### src/hdl/isort_pkg.sv
// isort_pkg: shared width constant, the cell control struct and the sequencer state type for the insertion sorter.
// No dependencies. Imported by isort_cell, insertion_sorter and tb.
`timescale 1ns / 1ps

package isort_pkg;

  // Width of one sorted word
  localparam int unsigned WORD_W = 32;

  // Per-cycle command broadcast to every cell of the chain
  typedef struct packed {
    logic insert;  // place the new word, shift greater words up one cell
    logic drain;   // shift every word down one cell toward the output
  } isort_ctrl_t;

  // Top level sequencer states, one-hot
  typedef enum logic [1:0] {
    ST_LOAD  = 2'b01,
    ST_DRAIN = 2'b10
  } isort_state_t;

endpackage

### src/hdl/isort_cell.sv
// isort_cell: one slot of the insertion chain; holds a word and trades with its neighbors.
// Depends on isort_pkg.
`timescale 1ns / 1ps

module isort_cell
  import isort_pkg::*;
(
  input  logic                     clk,
  input  isort_ctrl_t              ctrl,
  input  logic                     occupied,   // slot holds a word of the current run
  input  logic signed [WORD_W-1:0] new_word,   // word being inserted
  input  logic                     left_gt,    // lower neighbor moves up
  input  logic signed [WORD_W-1:0] left_word,
  input  logic signed [WORD_W-1:0] right_word,
  output logic                     gt,         // this slot gives way to the new word
  output logic signed [WORD_W-1:0] word
);

  // Empty slots count as greater, so the new word lands in the first free one
  assign gt = !occupied || (word > new_word);

  // Insert: take the lower neighbor if it also moves, else the new word. Drain: shift down.
  always_ff @(posedge clk) begin
    if (ctrl.insert && gt) begin
      word <= left_gt ? left_word : new_word;
    end else if (ctrl.drain) begin
      word <= right_word;
    end
  end

endmodule

### config.mk
export PLATFORM = sky130hd
export DESIGN_NAME = isort_cell
export DESIGN_NICKNAME = d
export VERILOG_FILES = /design/src/hdl/isort_pkg.sv /design/src/hdl/isort_cell.sv
export SDC_FILE = /design/constraint.sdc
export NUM_CORES = 1
export LEC_CHECK = 0
export BUFFER_PORTS_ARGS = -buffer_cell sky130_fd_sc_hd__buf_2
export CAP_MARGIN = 20
export CORE_ASPECT_RATIO = 1.25
export CORE_MARGIN = 8
export CORE_UTILIZATION = 50
export CTS_CLUSTER_SIZE = 25
export DETAILED_ROUTE_END_ITERATION = 6
export HOLD_SLACK_MARGIN = 0.03
export PLACE_DENSITY = 0.94
export SETUP_SLACK_MARGIN = 0.3
export SLEW_MARGIN = 20
export SYNTH_ARGS = -nofsm -noshare
export SYNTH_HDL_FRONTEND = slang
export SYNTH_SLANG_ARGS = --single-unit
### constraint.sdc
create_clock -name clk -period 8.6 [get_ports clk]
set_input_delay 0.43 -clock clk [delete_from_list [all_inputs] [get_ports clk]]
set_output_delay 0.43 -clock clk [all_outputs]
set_load 0.1 [all_outputs]
==> impl_metrics.xml, run 1 <==
<?xml version="1.0" encoding="UTF-8"?>
<metrics>
  <group name="run_status">
    <metric name="outcome" unit="">complete, no violations</metric>
  </group>
  <group name="drt">
    <metric name="drt_first_pass_iters" unit="">4</metric>
    <metric name="drt_first_iter_violations" unit="">146</metric>
    <metric name="route.antenna.remaining_nets" unit="">0</metric>
    <metric name="detailroute.via_count" unit="">2439</metric>
    <metric name="route.detailed.wl_per_inst" unit="um">16.3</metric>
    <metric name="route.detailed.drc" unit="">0</metric>
    <metric name="routed_via_density" unit="">5.31</metric>
    <metric name="post_detailed_routing_wire_length" unit="um">7460</metric>
  </group>
  <group name="floorplan">
    <metric name="core-area" unit="um2">5290</metric>
    <metric name="die-area" unit="um2">7960</metric>
    <metric name="std_cell_rows" unit="">30</metric>
    <metric name="start_util" unit="">0.506</metric>
    <metric name="die-height" unit="um">97.8</metric>
    <metric name="die-width" unit="um">81.4</metric>
    <metric name="boundaryPins" unit="">134</metric>
  </group>
  <group name="clock_network">
    <metric name="clockRootBuffer" unit="">sky130_fd_sc_hd__clkbuf_8</metric>
    <metric name="cts_tree" unit="">done</metric>
    <metric name="post_cts.repair.setup_buffers" unit="">0</metric>
    <metric name="tritoncts_num_sinks" unit="">32</metric>
    <metric name="cts_buffer_depth" unit="">2</metric>
    <metric name="cts_buffers" unit="">5</metric>
    <metric name="postCtsHoldBufs" unit="">0</metric>
    <metric name="worst_skew_pair.late_latency" unit="ps">280</metric>
    <metric name="cts.repair.resized" unit="">0</metric>
    <metric name="worst_setup_hold_path_clk_slew" unit="ps">70</metric>
    <metric name="htree_levels" unit="">2</metric>
  </group>
  <group name="grt">
    <metric name="grt_max_degree" unit="">64</metric>
    <metric name="antenna_found_initial" unit="">0</metric>
    <metric name="track_usage" unit="">0.188</metric>
    <metric name="globalRouteOverflowTotal" unit="">0</metric>
    <metric name="grt_first_pass_wirelength" unit="um">11900</metric>
    <metric name="grt_pass1_vias" unit="">2673</metric>
  </group>
  <group name="layout">
    <metric name="largest_register" unit="">word</metric>
    <metric name="fin_nets" unit="">527</metric>
    <metric name="insertedDiodeCount" unit="">0</metric>
    <metric name="layout_utilization" unit="">0.652</metric>
    <metric name="largestRegisters" unit="">word x32</metric>
    <metric name="filler_cell_count" unit="">440</metric>
    <metric name="area_delta_synth_final" unit="%">28.9</metric>
    <metric name="layout_cells_sized_above_1" unit="">0.458</metric>
    <metric name="largest_register_ffs" unit="">32</metric>
  </group>
  <group name="logic_synthesis">
    <metric name="synthesis.area_per_instance" unit="um2">10.2</metric>
    <metric name="synth_top_area_share" unit="">0.359</metric>
    <metric name="yosys_warnings" unit="">0</metric>
    <metric name="unique_cell_type_count_in_the_yosys_netlist" unit="">29</metric>
    <metric name="synth-seq-cells" unit="">32</metric>
    <metric name="synth.yosys.seq_area_share" unit="">0.359</metric>
    <metric name="synth_area" unit="um2">2680</metric>
    <metric name="synth.area.top_cells" unit="">sky130_fd_sc_hd__edfxtp_1 (36%), sky130_fd_sc_hd__mux2_4 (16%), sky130_fd_sc_hd__ha_1 (15%)</metric>
    <metric name="postSynthCellCount" unit="">263</metric>
    <metric name="synth_nets" unit="">396</metric>
    <metric name="yosysTopAreaCell" unit="">sky130_fd_sc_hd__edfxtp_1</metric>
  </group>
  <group name="timing">
    <metric name="maxSlewHeadroom" unit="">0.395</metric>
    <metric name="timing.final.hold_violations" unit="">0</metric>
    <metric name="timing.setup.tns" unit="ps">0</metric>
    <metric name="worst_pin_slew" unit="ps">908</metric>
    <metric name="rsz0062_at_grt" unit="">false</metric>
    <metric name="fin_crit_period" unit="ps">3740</metric>
    <metric name="slew_viol_final" unit="">0</metric>
    <metric name="max_freq" unit="MHz">267</metric>
    <metric name="finalClockSkew" unit="ps">6.90</metric>
    <metric name="setup_violations_final" unit="">0</metric>
    <metric name="post_route_clock_period_utilization" unit="">0.435</metric>
  </group>
  <group name="worst_setup_path">
    <metric name="setup.worst_path.end_class" unit="">flop</metric>
    <metric name="worstPathMaxFanout" unit="">33</metric>
    <metric name="criticalPathCategory" unit="">flop to flop</metric>
    <metric name="cp_data_arrival_time" unit="ps">3650</metric>
    <metric name="worst-endpoint-required" unit="ps">8510</metric>
    <metric name="crit_path_start_kind" unit="">flop</metric>
  </group>
  <group name="power">
    <metric name="power.leakage" unit="nW">1.81</metric>
    <metric name="p_per_area" unit="nW/um2">245</metric>
    <metric name="peakVddDrop" unit="mV">0.124</metric>
  </group>
  <group name="job">
    <metric name="cap_violations" unit="">0</metric>
  </group>
  <group name="hold_path">
    <metric name="hold_path.class" unit="">input pin to flop</metric>
  </group>
  <group name="place">
    <metric name="hpwlAfterDp" unit="um">6100</metric>
    <metric name="placement.io_buffers" unit="">133</metric>
    <metric name="place_congestion" unit="">0.872</metric>
  </group>
</metrics>
==> report_power, final <==
part	total (W)	switching, W	internal [W]
sequential	0.000236	0.0000179	0.000218
clock	0.000110	0.0000549	0.0000549
combinational	0.000499	0.000366	0.000132
total	0.000844	0.000439	0.000405
==> layer usage <==
| layer | GRT usage | up-vias | share of wire | wire, um |
|---|---|---|---|---|
| met1 | 0.186 | 1110 | 0.35 | 2600 |
| met5 | 0 | - | 0 | 0 |
| met2 | 0.349 | 107 | 0.54 | 4010 |
| met4 | 0.0731 | 0 | 0.020 | 150 |
| li1 | - | 1207 | - | - |
| met3 | 0.0487 | 15 | 0.093 | 697 |
==> cell type report <==
class | count | area, um2 | share of cell area
Multi-Input combinational cell | 186 | 1520 | 0.441
Sequential cell | 32 | 961 | 0.278
Timing Repair Buffer | 134 | 673 | 0.195
Inverter | 35 | 131 | 0.0381
Tap cell | 64 | 80.1 | 0.0232
Clock buffer | 5 | 68.8 | 0.0199
Clock inverter | 3 | 13.8 | 0.00399
==> cell usage after synthesis (all sizes together) <==
cell / number
nand3: 3
clkbuf: 6
nor3: 3
or4: 1
and3: 1
o211ai: 2
a2bb2oi: 1
buf: 4
ha: 32
o311ai: 1
a221oi: 1
a21bo: 1
a21oi: 16
nand2b: 1
or2: 1
inv: 35
nor2b: 1
nor4: 1
or3: 1
mux2: 33
nand4: 8
o21ai: 36
a21o: 1
edfxtp: 32
nand2: 40
o21a: 1
==> worst max-delay path: stages (launching register included) <==
cell and delay (ps):
sky130_fd_sc_hd__edfxtp_1 390, sky130_fd_sc_hd__ha_1 430, sky130_fd_sc_hd__nand4_1 180, sky130_fd_sc_hd__or4_4 580, sky130_fd_sc_hd__nor3_1 250, sky130_fd_sc_hd__o21ai_1 150, sky130_fd_sc_hd__o311ai_4 100, sky130_fd_sc_hd__buf_4 540
sky130_fd_sc_hd__or2_2 730
==> cell usage in the layout (no fill, tap or decap), drive strengths merged <==
| master | n |
|---|---|
| edfxtp | 32 |
| ha | 32 |
| a21o | 1 |
| o211ai | 2 |
| clkinv | 3 |
| nor4 | 1 |
| a2bb2oi | 1 |
| nor2b | 1 |
| nor3 | 3 |
| o21a | 1 |
| a21bo | 1 |
| a21oi | 16 |
| inv | 35 |
| or2 | 1 |
| nand2b | 1 |
| nand3 | 3 |
| clkbuf | 5 |
| or4 | 1 |
| a221oi | 1 |
| nand4 | 8 |
| or3 | 1 |
| o311ai | 1 |
| and3 | 1 |
| buf | 134 |
| nand2 | 40 |
| mux2 | 33 |
| o21ai | 36 |
==> through the flow <==
step                      area (um2)  worst slack (ps)  instances  hold slack, ps  total power (W)
final                           3450              4860        459             449         0.000844
after global routing            3450              4570        459             442         0.000887
after CTS                       3450              4870        459             442         0.000850
after detailed placement        3370              4700        451             735         0.000739
after global placement          3370              4910        451             732         0.000725
after floorplan                 2680              4890        263             648         0.000648
==> cell families after synthesis <==
| logic type | Yosys count | synth area share |
|---|---|---|
| mux | 33 | 0.180 |
| buf+inv | 45 | 0.0720 |
| fa+ha+maj | 32 | 0.150 |
| flops | 32 | 0.359 |
| simple gates | 61 | 0.109 |
| compound gates | 60 | 0.131 |
==> worst paths after layout <==
kind                                     from       end  slack [ps]  cells past startpoint
worst max-delay path                 word[31]  word[18]        4860                      8
worst min register to register       word[31]   word[2]        1410                      4
worst min-delay path            right_word[2]   word[2]         450                      2
worst max register to register       word[31]  word[18]        4860                      8
Power figures use the tool's default switching activity.
==> run 2, diff against run 1 <==
- CORE_UTILIZATION: 50 -> 47
- PLACE_DENSITY: 0.94 -> 0.9
- clock period: 8.6 -> 3.65 ns (I/O delays scaled with it)
==> run 2 against run 1 <==
Net effect: maximum frequency increased by 22%; die area up 5.2%; flip-flop and latch count unchanged; critical path type unchanged; critical endpoint is now word[1]; largest cell class unchanged; largest power group unchanged.
==> impl_metrics.xml, run 2 (synthesis results as in run 1) <==
<?xml version="1.0" encoding="UTF-8"?>
<metrics>
  <group name="run_status">
    <metric name="outcome" unit="">complete, no violations</metric>
  </group>
  <group name="power">
    <metric name="p_per_area" unit="nW/um2">576</metric>
    <metric name="power.leakage" unit="nW">1.81</metric>
    <metric name="peakVddDrop" unit="mV">0.332</metric>
  </group>
  <group name="layout">
    <metric name="layout.cells.most_common_list" unit="">sky130_fd_sc_hd__buf_2 (133), sky130_fd_sc_hd__nand2_1 (40), sky130_fd_sc_hd__inv_1 (35), sky130_fd_sc_hd__o21ai_0 (35), sky130_fd_sc_hd__edfxtp_1 (32)</metric>
    <metric name="fin_nets" unit="">528</metric>
    <metric name="area_delta_synth_final" unit="%">30.2</metric>
    <metric name="layout_utilization" unit="">0.636</metric>
    <metric name="largestRegisters" unit="">word x32</metric>
    <metric name="layout_cells_sized_above_1" unit="">0.460</metric>
    <metric name="insertedDiodeCount" unit="">0</metric>
    <metric name="largest_register" unit="">word</metric>
    <metric name="largest_register_ffs" unit="">32</metric>
    <metric name="layout.cells.most_common" unit="">sky130_fd_sc_hd__buf_2</metric>
  </group>
  <group name="worst_setup_path">
    <metric name="crit_path_start_kind" unit="">flop</metric>
    <metric name="setup.worst_path.end_class" unit="">flop</metric>
    <metric name="timing.rr.start" unit="">word[19]</metric>
    <metric name="criticalPathCategory" unit="">flop to flop</metric>
    <metric name="reg2regPathDepth" unit="">8</metric>
    <metric name="worst-endpoint-required" unit="ps">3680</metric>
    <metric name="regToRegEndpoint" unit="">word[1]</metric>
    <metric name="timing.critical_path.from" unit="">word[19]</metric>
    <metric name="timing.reg2reg.setup_slack" unit="ps">590</metric>
    <metric name="cp_data_arrival_time" unit="ps">3090</metric>
    <metric name="worstPathMaxFanout" unit="">20</metric>
  </group>
  <group name="grt">
    <metric name="globalRouteOverflowTotal" unit="">0</metric>
    <metric name="grtUsageMet2" unit="">0.303</metric>
    <metric name="busiest_layer" unit="">met2</metric>
    <metric name="antenna_found_initial" unit="">0</metric>
    <metric name="track_usage" unit="">0.171</metric>
    <metric name="grtUsageMet1" unit="">0.179</metric>
    <metric name="grt_max_degree" unit="">64</metric>
    <metric name="groute.layer.met3.usage" unit="">0.0762</metric>
    <metric name="grt_first_pass_wirelength" unit="um">12000</metric>
    <metric name="grt_pass1_vias" unit="">2712</metric>
  </group>
  <group name="floorplan">
    <metric name="core-area" unit="um2">5480</metric>
    <metric name="start_util" unit="">0.488</metric>
    <metric name="boundaryPins" unit="">134</metric>
    <metric name="die-width" unit="um">83.5</metric>
    <metric name="std_cell_rows" unit="">30</metric>
    <metric name="die-area" unit="um2">8380</metric>
    <metric name="die-height" unit="um">100</metric>
  </group>
  <group name="clock_network">
    <metric name="cts.repair.resized" unit="">0</metric>
    <metric name="postCtsHoldBufs" unit="">0</metric>
    <metric name="htree_levels" unit="">2</metric>
    <metric name="worst_setup_hold_path_clk_slew" unit="ps">70</metric>
    <metric name="cts_tree" unit="">done</metric>
    <metric name="clockRootBuffer" unit="">sky130_fd_sc_hd__clkbuf_8</metric>
    <metric name="cts_buffer_depth" unit="">2</metric>
    <metric name="worst_skew_pair.late_latency" unit="ps">280</metric>
    <metric name="post_cts.repair.setup_buffers" unit="">0</metric>
    <metric name="cts_buffers" unit="">5</metric>
    <metric name="tritoncts_num_sinks" unit="">32</metric>
  </group>
  <group name="hold_path">
    <metric name="whs_path_depth" unit="">2</metric>
    <metric name="worst_hold_startpoint" unit="">right_word[25]</metric>
    <metric name="timing.hold.worst_endpoint" unit="">word[25]</metric>
    <metric name="hold_path.class" unit="">input pin to flop</metric>
  </group>
  <group name="timing">
    <metric name="rsz0062_at_grt" unit="">false</metric>
    <metric name="slew_viol_final" unit="">0</metric>
    <metric name="setup_violations_final" unit="">0</metric>
    <metric name="finalClockSkew" unit="ps">4.66</metric>
    <metric name="fin_ws" unit="ps">588</metric>
    <metric name="max_freq" unit="MHz">327</metric>
    <metric name="post_route_clock_period_utilization" unit="">0.839</metric>
    <metric name="timing.final.hold_violations" unit="">0</metric>
    <metric name="maxSlewHeadroom" unit="">0.399</metric>
    <metric name="fin_crit_period" unit="ps">3060</metric>
    <metric name="worst_pin_slew" unit="ps">902</metric>
    <metric name="timing.setup.tns" unit="ps">0</metric>
    <metric name="finalHoldWorstSlack" unit="ps">197</metric>
  </group>
  <group name="drt">
    <metric name="detailroute.via_count" unit="">2388</metric>
    <metric name="post_detailed_routing_wire_length" unit="um">7390</metric>
    <metric name="routed_via_density" unit="">5.19</metric>
    <metric name="drt_first_iter_violations" unit="">113</metric>
    <metric name="route.antenna.remaining_nets" unit="">0</metric>
    <metric name="route.detailed.wl_per_inst" unit="um">16.1</metric>
    <metric name="drt_first_pass_iters" unit="">4</metric>
    <metric name="route.detailed.drc" unit="">0</metric>
  </group>
  <group name="place">
    <metric name="detailedPlace.worstSlack" unit="ps">611</metric>
    <metric name="place_congestion" unit="">0.795</metric>
    <metric name="hpwlAfterDp" unit="um">6150</metric>
    <metric name="placement.io_buffers" unit="">133</metric>
  </group>
  <group name="job">
    <metric name="cap_violations" unit="">0</metric>
  </group>
</metrics>
[run 2: cell count changes in the layout (fill, tap and decap cells not counted)]
cell	change
sky130_fd_sc_hd__clkinv_2	-2
sky130_fd_sc_hd__or2_4	+1
sky130_fd_sc_hd__ha_4	+2
sky130_fd_sc_hd__clkbuf_1	+2
sky130_fd_sc_hd__or2_2	-1
sky130_fd_sc_hd__ha_1	-2
sky130_fd_sc_hd__buf_4	+1
[run 2: per-layer routing]
metal	part of all wire	up-vias
met3	0.094	11
li1	-	1203
met1	0.39	1071
met5	0	-
met4	0.017	0
met2	0.50	103
[run 2: worst max-delay path, cell delays in order, from the launching register on]
cell	delay, ps
sky130_fd_sc_hd__edfxtp_1	400
sky130_fd_sc_hd__ha_1	330
sky130_fd_sc_hd__nand4_1	120
sky130_fd_sc_hd__or4_4	560
sky130_fd_sc_hd__nor3_1	250
sky130_fd_sc_hd__o21ai_1	150
sky130_fd_sc_hd__o311ai_4	180
sky130_fd_sc_hd__buf_4	440
sky130_fd_sc_hd__mux2_2	390
[run 2: area by class of cell]
cell class | instances | area [um2]
multi-input cells | 186 | 1550
flip-flops and latches | 32 | 961
clock buffers | 7 | 76.3
clock inverters | 1 | 3.75
well taps | 64 | 80.1
inverters | 35 | 131
fillers | 442 | 2000
repair buffers | 135 | 681
[run 2: through the flow]
| step | instance area [um2] | total power [W] | std cells |
|---|---|---|---|
| 2_1_floorplan | 2700 | 0.00154 | 263 |
| 6_report | 3480 | 0.00201 | 460 |
| 3_3_place_gp | 3400 | 0.00173 | 452 |
| 3_5_place_dp | 3400 | 0.00175 | 452 |
| 4_1_cts | 3480 | 0.00202 | 460 |
| 5_1_grt | 3480 | 0.00210 | 460 |
[run 2: worst max path at each step]
| stage | to | slack, ps |
|---|---|---|
| after floorplan | word[0] | 250 |
| after global placement | word[1] | 680 |
| after detailed placement | word[1] | 610 |
| after CTS | word[1] | 610 |
| after global routing | word[1] | 450 |
| final | word[1] | 590 |
[run 2: where the power goes]
group | internal [W] | switching [W] | total, W
logic | 0.000322 | 0.000861 | 0.00118
clock network | 0.000133 | 0.000130 | 0.000263
registers | 0.000514 | 0.0000468 | 0.000560
